===== src/rtl/tlpw_pkg.sv =====
package tlpw_pkg;

  localparam int unsigned ADDR_W      = 32;
  localparam int unsigned FRAME_W     = 20;
  localparam int unsigned IDX_W       = 10;
  localparam int unsigned OFF_W       = 12;
  localparam int unsigned QUEUE_DEPTH = 2;

  // entry flag bits
  localparam int unsigned BIT_ACCESSED = 5;
  localparam int unsigned BIT_DIRTY    = 6;

  localparam logic CMD_TRANSLATE = 1'b0;
  localparam logic CMD_DATA      = 1'b1;

  typedef enum logic [1:0] {
    KIND_READ  = 2'd0,
    KIND_WRITE = 2'd1,
    KIND_DONE  = 2'd2
  } kind_t;

  typedef enum logic [1:0] {
    PH_IDLE  = 2'd0,
    PH_DIR   = 2'd1,
    PH_TABLE = 2'd2
  } phase_t;

  // One queued request: a single memory read, or the closing triple
  // (directory write-back, table write-back, physical address).
  typedef struct packed {
    logic               triple;
    logic [ADDR_W-1:0]  addr0;
    logic [ADDR_W-1:0]  data0;
    logic [ADDR_W-1:0]  addr1;
    logic [ADDR_W-1:0]  data1;
    logic [ADDR_W-1:0]  addr2;
  } walk_entry_t;

endpackage


===== src/rtl/tlpw_if.sv =====
interface tlpw_in_if;
  logic        valid;
  logic        ready;
  logic        command;
  logic [31:0] virt_addr;
  logic        is_write;
  logic [31:0] mem_data;

  modport source (output valid, command, virt_addr, is_write, mem_data, input ready);
  modport sink   (input valid, command, virt_addr, is_write, mem_data, output ready);
endinterface

interface tlpw_out_if;
  logic        valid;
  logic        ready;
  logic [1:0]  kind;
  logic [31:0] address;
  logic [31:0] write_data;
  logic        last;

  modport source (output valid, kind, address, write_data, last, input ready);
  modport sink   (input valid, kind, address, write_data, last, output ready);
endinterface

interface tlpw_cfg_if;
  logic        valid;
  logic        ready;
  logic [19:0] data;

  modport source (output valid, data, input ready);
  modport sink   (input valid, data, output ready);
endinterface


===== src/rtl/tlpw_front.sv =====
module tlpw_front (
  input  logic                                  clk,
  input  logic                                  rst_n,
  input  logic                                  acc,
  input  logic                                  command,
  input  logic [tlpw_pkg::ADDR_W-1:0]           virt_addr,
  input  logic                                  is_write,
  input  logic [tlpw_pkg::ADDR_W-1:0]           mem_data,
  input  logic [tlpw_pkg::FRAME_W-1:0]          dir_base_frame,
  output logic                                  push,
  output tlpw_pkg::walk_entry_t                 push_entry
);

  tlpw_pkg::phase_t                 phase_r, phase_nxt;
  logic [tlpw_pkg::ADDR_W-1:0]      va_r;
  logic                             wr_r;
  logic [tlpw_pkg::ADDR_W-1:0]      dir_addr_r;
  logic [tlpw_pkg::ADDR_W-1:0]      dir_word_r;
  logic [tlpw_pkg::ADDR_W-1:0]      tab_addr_r;

  logic [tlpw_pkg::ADDR_W-1:0]      dir_addr_new;
  logic [tlpw_pkg::ADDR_W-1:0]      tab_addr_new;
  logic [tlpw_pkg::ADDR_W-1:0]      pte_new;
  logic [tlpw_pkg::ADDR_W-1:0]      pa_new;

  // index fields never overlap the frame bits, so the sums are concatenations
  assign dir_addr_new = {dir_base_frame, virt_addr[31:22], 2'b00};
  assign tab_addr_new = {mem_data[31:12], va_r[21:12], 2'b00};
  assign pa_new       = {mem_data[31:12], va_r[11:0]};

  always_comb begin
    pte_new = mem_data;
    pte_new[tlpw_pkg::BIT_ACCESSED] = 1'b1;
    if (wr_r) begin
      pte_new[tlpw_pkg::BIT_DIRTY] = 1'b1;
    end
  end

  // next phase
  always_comb begin
    phase_nxt = phase_r;
    if (acc) begin
      if (command == tlpw_pkg::CMD_TRANSLATE) begin
        phase_nxt = tlpw_pkg::PH_DIR;
      end else begin
        case (phase_r)
          tlpw_pkg::PH_DIR:   phase_nxt = tlpw_pkg::PH_TABLE;
          tlpw_pkg::PH_TABLE: phase_nxt = tlpw_pkg::PH_IDLE;
          default:            phase_nxt = tlpw_pkg::PH_IDLE;
        endcase
      end
    end
  end

  // request generation
  always_comb begin
    push       = 1'b0;
    push_entry = '0;
    if (acc) begin
      if (command == tlpw_pkg::CMD_TRANSLATE) begin
        push             = 1'b1;
        push_entry.addr0 = dir_addr_new;
      end else begin
        case (phase_r)
          tlpw_pkg::PH_DIR: begin
            push             = 1'b1;
            push_entry.addr0 = tab_addr_new;
          end
          tlpw_pkg::PH_TABLE: begin
            push              = 1'b1;
            push_entry.triple = 1'b1;
            push_entry.addr0  = dir_addr_r;
            push_entry.data0  = dir_word_r;
            push_entry.data0[tlpw_pkg::BIT_ACCESSED] = 1'b1;
            push_entry.addr1  = tab_addr_r;
            push_entry.data1  = pte_new;
            push_entry.addr2  = pa_new;
          end
          default: begin
            push = 1'b0;  // data with no walk open is dropped
          end
        endcase
      end
    end
  end

  always_ff @(posedge clk) begin
    if (!rst_n) begin
      phase_r <= tlpw_pkg::PH_IDLE;
    end else begin
      phase_r <= phase_nxt;
    end
  end

  always_ff @(posedge clk) begin
    if (acc) begin
      if (command == tlpw_pkg::CMD_TRANSLATE) begin
        va_r       <= virt_addr;
        wr_r       <= is_write;
        dir_addr_r <= dir_addr_new;
      end else if (phase_r == tlpw_pkg::PH_DIR) begin
        dir_word_r <= mem_data;
        tab_addr_r <= tab_addr_new;
      end
    end
  end

endmodule


===== src/rtl/tlpw_queue.sv =====
module tlpw_queue #(
  parameter int unsigned DEPTH = tlpw_pkg::QUEUE_DEPTH
) (
  input  logic                   clk,
  input  logic                   rst_n,
  input  logic                   push,
  input  tlpw_pkg::walk_entry_t  push_entry,
  output logic                   full,
  input  logic                   pop,
  output logic                   head_valid,
  output tlpw_pkg::walk_entry_t  head_entry
);

  localparam int unsigned PTR_W = (DEPTH > 1) ? $clog2(DEPTH) : 1;
  localparam int unsigned CNT_W = $clog2(DEPTH + 1);

  tlpw_pkg::walk_entry_t mem_r [DEPTH];
  logic [PTR_W-1:0]      wr_ptr_r, rd_ptr_r;
  logic [CNT_W-1:0]      cnt_r;
  logic                  do_push, do_pop;

  assign full       = (cnt_r == CNT_W'(DEPTH));
  assign head_valid = (cnt_r != '0);
  assign head_entry = mem_r[rd_ptr_r];
  assign do_push    = push && !full;
  assign do_pop     = pop && head_valid;

  always_ff @(posedge clk) begin
    if (do_push) begin
      mem_r[wr_ptr_r] <= push_entry;
    end
  end

  always_ff @(posedge clk) begin
    if (!rst_n) begin
      wr_ptr_r <= '0;
      rd_ptr_r <= '0;
      cnt_r    <= '0;
    end else begin
      if (do_push) begin
        wr_ptr_r <= (wr_ptr_r == PTR_W'(DEPTH - 1)) ? '0 : wr_ptr_r + 1'b1;
      end
      if (do_pop) begin
        rd_ptr_r <= (rd_ptr_r == PTR_W'(DEPTH - 1)) ? '0 : rd_ptr_r + 1'b1;
      end
      if (do_push && !do_pop) begin
        cnt_r <= cnt_r + 1'b1;
      end else if (do_pop && !do_push) begin
        cnt_r <= cnt_r - 1'b1;
      end
    end
  end

endmodule


===== src/rtl/tlpw_back.sv =====
module tlpw_back (
  input  logic                          clk,
  input  logic                          rst_n,
  input  logic                          head_valid,
  input  tlpw_pkg::walk_entry_t         head_entry,
  output logic                          pop,
  output logic                          out_valid,
  input  logic                          out_ready,
  output tlpw_pkg::kind_t               out_kind,
  output logic [tlpw_pkg::ADDR_W-1:0]   out_address,
  output logic [tlpw_pkg::ADDR_W-1:0]   out_write_data,
  output logic                          out_last
);

  logic [1:0] beat_r, beat_nxt;
  logic       fire;

  assign out_valid = head_valid;
  assign fire      = head_valid && out_ready;
  assign pop       = fire && out_last;

  always_comb begin
    out_kind       = tlpw_pkg::KIND_READ;
    out_address    = head_entry.addr0;
    out_write_data = '0;
    out_last       = 1'b1;
    if (head_entry.triple) begin
      case (beat_r)
        2'd0: begin
          out_kind       = tlpw_pkg::KIND_WRITE;
          out_write_data = head_entry.data0;
          out_last       = 1'b0;
        end
        2'd1: begin
          out_kind       = tlpw_pkg::KIND_WRITE;
          out_address    = head_entry.addr1;
          out_write_data = head_entry.data1;
          out_last       = 1'b0;
        end
        default: begin
          out_kind    = tlpw_pkg::KIND_DONE;
          out_address = head_entry.addr2;
        end
      endcase
    end
  end

  always_comb begin
    beat_nxt = beat_r;
    if (fire) begin
      beat_nxt = out_last ? 2'd0 : beat_r + 2'd1;
    end
  end

  always_ff @(posedge clk) begin
    if (!rst_n) begin
      beat_r <= 2'd0;
    end else begin
      beat_r <= beat_nxt;
    end
  end

endmodule


===== src/rtl/two_level_page_table_walker_core.sv =====
// Two-level page table walker, 32-bit virtual addresses, 4 KiB pages.
// in_chan   : requests. command 0 starts a translation (virt_addr, is_write);
//             command 1 returns a page table word on mem_data.
// out_chan  : results. kind 0 = memory read, 1 = memory write, 2 = done.
//             last marks the final result of one input request.
// cfg_chan  : directory base frame (20 bits); always ready. Write it only
//             while no walk is open.
// A translate gives one directory read; the directory word gives one table
// read; the table word gives two write-backs (accessed, dirty on writes)
// and the physical address. A translate abandons any open walk; data with
// no walk open is taken and dropped.
// Results are registered in the result queue: the first result of an accepted
// input is visible the cycle after, once the results queued ahead of it have left.
// Throughput: one input per cycle for single-result requests while the queue is
// not full; the closing triple occupies the output for three results. A small
// result queue (QUEUE_DEPTH entries) sits between the walk logic and the output
// sequencer, so in_ready only drops while that queue is full. When out_ready is
// low, results hold and the queue fills, then in_ready drops. Reset (rst_n low,
// synchronous) empties the queue, closes any walk and clears the base frame to zero.
module two_level_page_table_walker_core #(
  parameter int unsigned QUEUE_DEPTH = tlpw_pkg::QUEUE_DEPTH
) (
  input  logic        clk,
  input  logic        rst_n,
  tlpw_in_if.sink     in_chan,
  tlpw_out_if.source  out_chan,
  tlpw_cfg_if.sink    cfg_chan
);

  logic [tlpw_pkg::FRAME_W-1:0] dir_base_frame_r;

  logic                  in_acc;
  logic                  q_full;
  logic                  push;
  tlpw_pkg::walk_entry_t push_entry;
  logic                  pop;
  logic                  head_valid;
  tlpw_pkg::walk_entry_t head_entry;
  tlpw_pkg::kind_t       out_kind;

  // config register
  assign cfg_chan.ready = 1'b1;

  always_ff @(posedge clk) begin
    if (!rst_n) begin
      dir_base_frame_r <= '0;
    end else if (cfg_chan.valid) begin
      dir_base_frame_r <= cfg_chan.data;
    end
  end

  // input side stalls only on a full queue
  assign in_chan.ready = !q_full;
  assign in_acc        = in_chan.valid && !q_full;

  tlpw_front u_front (
    .clk            (clk),
    .rst_n          (rst_n),
    .acc            (in_acc),
    .command        (in_chan.command),
    .virt_addr      (in_chan.virt_addr),
    .is_write       (in_chan.is_write),
    .mem_data       (in_chan.mem_data),
    .dir_base_frame (dir_base_frame_r),
    .push           (push),
    .push_entry     (push_entry)
  );

  tlpw_queue #(
    .DEPTH (QUEUE_DEPTH)
  ) u_queue (
    .clk        (clk),
    .rst_n      (rst_n),
    .push       (push),
    .push_entry (push_entry),
    .full       (q_full),
    .pop        (pop),
    .head_valid (head_valid),
    .head_entry (head_entry)
  );

  tlpw_back u_back (
    .clk            (clk),
    .rst_n          (rst_n),
    .head_valid     (head_valid),
    .head_entry     (head_entry),
    .pop            (pop),
    .out_valid      (out_chan.valid),
    .out_ready      (out_chan.ready),
    .out_kind       (out_kind),
    .out_address    (out_chan.address),
    .out_write_data (out_chan.write_data),
    .out_last       (out_chan.last)
  );

  assign out_chan.kind = out_kind;

endmodule


===== src/flat_wrapper.sv =====
// flat-port wrapper written by rule: the top's interface ports become plain ports
module two_level_page_table_walker_core_flat 
#(
  parameter int unsigned QUEUE_DEPTH = tlpw_pkg::QUEUE_DEPTH
)
  (clk, rst_n, in_chan_valid, in_chan_command, in_chan_virt_addr, in_chan_is_write, in_chan_mem_data, in_chan_ready, out_chan_valid, out_chan_kind, out_chan_address, out_chan_write_data, out_chan_last, out_chan_ready, cfg_chan_valid, cfg_chan_data, cfg_chan_ready);
  tlpw_in_if in_chan_i ();
  tlpw_out_if out_chan_i ();
  tlpw_cfg_if cfg_chan_i ();
  input  logic clk;
  input  logic rst_n;
  input wire logic [$bits(in_chan_i.valid)-1:0] in_chan_valid;
  input wire logic [$bits(in_chan_i.command)-1:0] in_chan_command;
  input wire logic [$bits(in_chan_i.virt_addr)-1:0] in_chan_virt_addr;
  input wire logic [$bits(in_chan_i.is_write)-1:0] in_chan_is_write;
  input wire logic [$bits(in_chan_i.mem_data)-1:0] in_chan_mem_data;
  output wire logic [$bits(in_chan_i.ready)-1:0] in_chan_ready;
  output wire logic [$bits(out_chan_i.valid)-1:0] out_chan_valid;
  output wire logic [$bits(out_chan_i.kind)-1:0] out_chan_kind;
  output wire logic [$bits(out_chan_i.address)-1:0] out_chan_address;
  output wire logic [$bits(out_chan_i.write_data)-1:0] out_chan_write_data;
  output wire logic [$bits(out_chan_i.last)-1:0] out_chan_last;
  input wire logic [$bits(out_chan_i.ready)-1:0] out_chan_ready;
  input wire logic [$bits(cfg_chan_i.valid)-1:0] cfg_chan_valid;
  input wire logic [$bits(cfg_chan_i.data)-1:0] cfg_chan_data;
  output wire logic [$bits(cfg_chan_i.ready)-1:0] cfg_chan_ready;
  assign in_chan_i.valid = in_chan_valid;
  assign in_chan_i.command = in_chan_command;
  assign in_chan_i.virt_addr = in_chan_virt_addr;
  assign in_chan_i.is_write = in_chan_is_write;
  assign in_chan_i.mem_data = in_chan_mem_data;
  assign in_chan_ready = in_chan_i.ready;
  assign out_chan_valid = out_chan_i.valid;
  assign out_chan_kind = out_chan_i.kind;
  assign out_chan_address = out_chan_i.address;
  assign out_chan_write_data = out_chan_i.write_data;
  assign out_chan_last = out_chan_i.last;
  assign out_chan_i.ready = out_chan_ready;
  assign cfg_chan_i.valid = cfg_chan_valid;
  assign cfg_chan_i.data = cfg_chan_data;
  assign cfg_chan_ready = cfg_chan_i.ready;
  two_level_page_table_walker_core #(.QUEUE_DEPTH(QUEUE_DEPTH)) u_core (.clk(clk), .rst_n(rst_n), .in_chan(in_chan_i), .out_chan(out_chan_i), .cfg_chan(cfg_chan_i));
endmodule

===== config.mk =====
export PLATFORM = sky130hd
export DESIGN_NAME = two_level_page_table_walker_core_flat
export DESIGN_NICKNAME = d
export VERILOG_FILES = /design/src/rtl/tlpw_pkg.sv /design/src/rtl/tlpw_if.sv /design/src/rtl/tlpw_front.sv /design/src/rtl/tlpw_queue.sv /design/src/rtl/tlpw_back.sv /design/src/rtl/two_level_page_table_walker_core.sv /design/src/flat_wrapper.sv
export SDC_FILE = /design/constraint.sdc
export NUM_CORES = 1
export LEC_CHECK = 0
export ABC_AREA = 1
export BUFFER_PORTS_ARGS = -buffer_cell sky130_fd_sc_hd__buf_2
export CAP_MARGIN = 40
export CORE_UTILIZATION = 59
export CTS_CLUSTER_DIAMETER = 100
export CTS_CLUSTER_SIZE = 25
export DETAILED_ROUTE_END_ITERATION = 8
export PLACE_DENSITY = 0.82
export SYNTH_ARGS = -nofsm -noshare
export SYNTH_HDL_FRONTEND = slang
export SYNTH_SLANG_ARGS = --single-unit

===== constraint.sdc =====
create_clock -name clk -period 9.66 [get_ports clk]
set_input_delay 1.449 -clock clk [delete_from_list [all_inputs] [get_ports clk]]
set_output_delay 1.449 -clock clk [all_outputs]
set_load 0.01 [all_outputs]

==> results.py <==
metrics = {
    "status": {
        "outcome": "finished, final reports clean",
    },
    "clocking": {
        "ctsResizeCount": 0,
        "ctsRootBufferMaster": "clkbuf_16",
        "holdBufCountCts": 0,
        "clk_latency_ns": 0.52,
        "htree_levels": 1,
        "cts_buffers": 18,
        "postCtsSetupBuffers": 0,
        "cts_tree": "done",
        "cts.path.max_buffers": 3,
        "cts_sinks": 353,
        "cts.reportedPaths.clkPinSlew_ns": 0.09,
    },
    "yosys": {
        "syn_area_um2": 14800,
        "synth-xor-area-share_pct": 0,
        "ys_types": 24,
        "synth_top_family_by_area": "simple AND/OR/NAND/NOR gates",
        "synth-seq-cells": 353,
        "synthCells": 1423,
        "syn_nets": 1519,
        "ys_warn_count": 0,
        "synth_compound_area_share_pct": 3.83,
        "synth.mux.area_fraction_pct": 0,
        "synth_simple_gate_area_share_pct": 20.5,
        "synthAdderAreaFrac_pct": 0.423,
        "yosysSeqAreaShare_pct": 69.8,
        "postSynthAreaPerCell_um2": 10.4,
    },
    "critical_path": {
        "rr_startpoint": "u_core.u_queue.cnt_r[0]",
        "crit_path_end_kind": "primary output",
        "cp-start-kind": "flip-flop",
        "crit_type": "reg -> out",
        "r2r_slack_ns": 6.28,
        "cp.arrival_ns": 3.56,
        "crit_fanout": 55,
        "reg2reg_to": "u_core.u_queue.mem_r[0][120]",
        "r2r_cells": 9,
        "worstPathRequired_ns": 8.21,
    },
    "timing": {
        "setup_viol": 0,
        "maxSlewHeadroom_pct": 42.5,
        "final-hold-violation-count": 0,
        "slew_viol_final": 0,
        "tns_ns": 0,
        "finClkSkew_ns": 0.0274,
        "fin_crit_sh_pct": 51.9,
        "period_needed_ns": 5.01,
        "hold_slack_ns": 0.454,
        "rsz0062_at_grt": "no",
        "worstMarginPinSlew_ns": 0.862,
        "fmax_ghz": 0.200,
    },
    "final_layout": {
        "fin_nets": 1643,
        "n_fill_cell": 1764,
        "drive_gt1_share_pct": 14.9,
        "final_area_um2": 16500,
        "syn2layout_area_growth_pct": 11.3,
    },
    "global_routing": {
        "grt_max_degree": 77,
        "first_global_vias": 9652,
        "antenna_found_initial": 1,
        "track_usage_pct": 25.5,
        "grt_pass1_wl_um": 50600,
        "overflow": 0,
    },
    "hold_path": {
        "min_path_type": "reg -> reg",
        "min_path_cells": 0,
        "hold_start": "u_core.u_front.va_r[14]",
        "min_to": "u_core.u_front.tab_addr_r[4]",
    },
    "floorplan": {
        "die_h_um": 160,
        "start_util_pct": 60.4,
        "dieArea_um2": 25700,
        "core_um2": 24500,
        "pin_count": 161,
        "num_rows": 57,
        "die_w_um": 160,
    },
    "power_and_ir_drop": {
        "p_leak_nw": 7.06,
        "pwr-share-comb_pct": 24.7,
        "peakVddDrop_mv": 0.136,
        "p_clk_share_pct": 23.4,
        "power.density_nw_per_um2": 219,
        "power_frac_seq_pct": 52.0,
        "power.internal_mw": 2.47,
        "switching_power_mw": 1.13,
        "switching_share_pct": 31.4,
    },
    "place": {
        "place.detailed.hpwl_um": 20700,
        "io_buffers": 158,
        "placed_cell_area_um2": 15900,
        "routabilityCongestion": 0.820,
    },
    "detailed_routing": {
        "ant_nets": 0,
        "drc": 0,
        "via_per_inst": 5.44,
        "vias": 10200,
        "wl_um": 32500,
        "wl_per_cell_um": 17.3,
        "drt_first_pass_iters": 5,
        "drt_first_iter_violations": 1172,
    },
    "flow_run": {
        "cap_violations": 0,
    },
}
## cells in the final DEF, fill, tap and decap left out
cell type and count:
buf_16 7, buf_12 1, buf_2 158, edfxtp_1 324, nor2_4 3, a21oi_1 43
a21boi_0 1, clkinv_4 1, o21ai_0 64, nor2_1 167, buf_4 9, clkinv_1 1
buf_6 1, nand3_1 53, conb_1 1, diode_2 1, inv_12 1, nand2_1 520
nand2_4 2, ha_1 5, clkbuf_16 19, inv_4 2, dfxtp_1 28, nand2_2 2
dfxtp_4 1, inv_1 106, nor2_2 21, a22oi_1 3, inv_2 4, clkbuf_1 11
## power groups by stage
stage | clock [mW] | combinational (mW) | sequential (mW)
floorplan | 0 | 0.561 | 1.90
global placement | 0 | 0.829 | 1.90
detailed placement | 0 | 0.883 | 1.90
CTS | 0.849 | 0.889 | 1.87
global route | 0.904 | 0.984 | 1.88
finish | 0.840 | 0.887 | 1.87
## registers in the layout, summed over array words and instances (netlist names), named ones only
signal and cells:
u_core.u_front.wr_r 1, u_core.u_front.phase_r 2, u_core.u_queue.rd_ptr_r 1, u_core.u_queue.wr_ptr_r 1
u_core.u_queue.cnt_r 2, u_core.u_front.va_r 22, u_core.u_queue.mem_r 230, u_core.u_front.dir_word_r 31
u_core.u_front.dir_addr_r 30, u_core.u_front.tab_addr_r 10, u_core.dir_base_frame_r 20, u_core.u_back.beat_r 2
## how the worst max path moves through the flow
stage               slack [ns]  cells past startpoint           from                    endpoint
detailed placement        5.22                     10      flip-flop        out_chan_address[29]
global placement          4.81                      8      flip-flop         out_chan_address[0]
CTS                       4.63                     10      flip-flop        out_chan_address[29]
finish                    4.65                     10      flip-flop        out_chan_address[29]
floorplan                 2.54                      4  in_chan_valid  u_core.u_queue.mem_r[0][0]
global route              4.48                     10      flip-flop        out_chan_address[29]
## cell type report
cell class	count	area, µm²	share of cell area, %
inverters	113	429	2.61
well taps	324	405	2.46
flip-flops and latches	353	10300	62.7
repair buffers	176	1080	6.58
multi-input cells	885	3680	22.3
clock buffers	30	517	3.14
clock inverters	2	25.0	0.152
diodes	1	2.50	0.0152
## metal layers
metal | global-route usage, % | vias to the layer above | part of all wire, %
met1 | 35.7 | 4853 | 41
met5 | 0 | - | 0
met2 | 41.4 | 460 | 48
met3 | 4.23 | 55 | 8.4
met4 | 7.49 | 0 | 2.3
li1 | - | 4877 | -
## kinds of logic (layout without fill, tap and decap cells)
kind of cell,after synthesis,count (layout)
AOI/OAI and AO/OA,111,111
buffers and inverters,185,321
DFF,353,353
and+or+nand+nor,768,768
adders and majority gates,5,5
other,1,2
## cell usage after synthesis (all sizes together)
cell type / count / area, µm²
conb: 1 / 3.75
clkbuf: 29 / 109
nand3: 53 / 265
inv: 112 / 423
dfxtp: 29 / 581
clkinv: 1 / 3.75
edfxtp: 324 / 9730
ha: 5 / 62.6
buf: 43 / 278
a21boi: 1 / 7.51
nand2: 524 / 1980
nor2: 191 / 777
a22oi: 3 / 22.5
a21oi: 43 / 215
o21ai: 64 / 320
## stage by stage
stage | power (mW) | util [%] | worst slack [ns] | std cells
after detailed placement | 2.78 | 65.0 | 5.22 | 1851
after floorplan | 2.46 | - | 2.54 | 1423
after global routing | 3.77 | 67.2 | 4.48 | 1884
after global placement | 2.73 | 64.1 | 4.81 | 1842
final | 3.60 | 67.2 | 4.65 | 1884
after CTS | 3.61 | 67.2 | 4.63 | 1883
## critical path: stages, from the launching register on
cell and delay [ns]:
dfxtp_4 0.48, inv_4 0.50, buf_16 0.31, nand2_1 0.10
nand2_2 0.26, inv_2 0.22, nor2_2 0.56, buf_6 0.25
nand2_1 0.07, nand3_1 0.11, buf_2 0.15
Power figures use the tool's default switching activity.
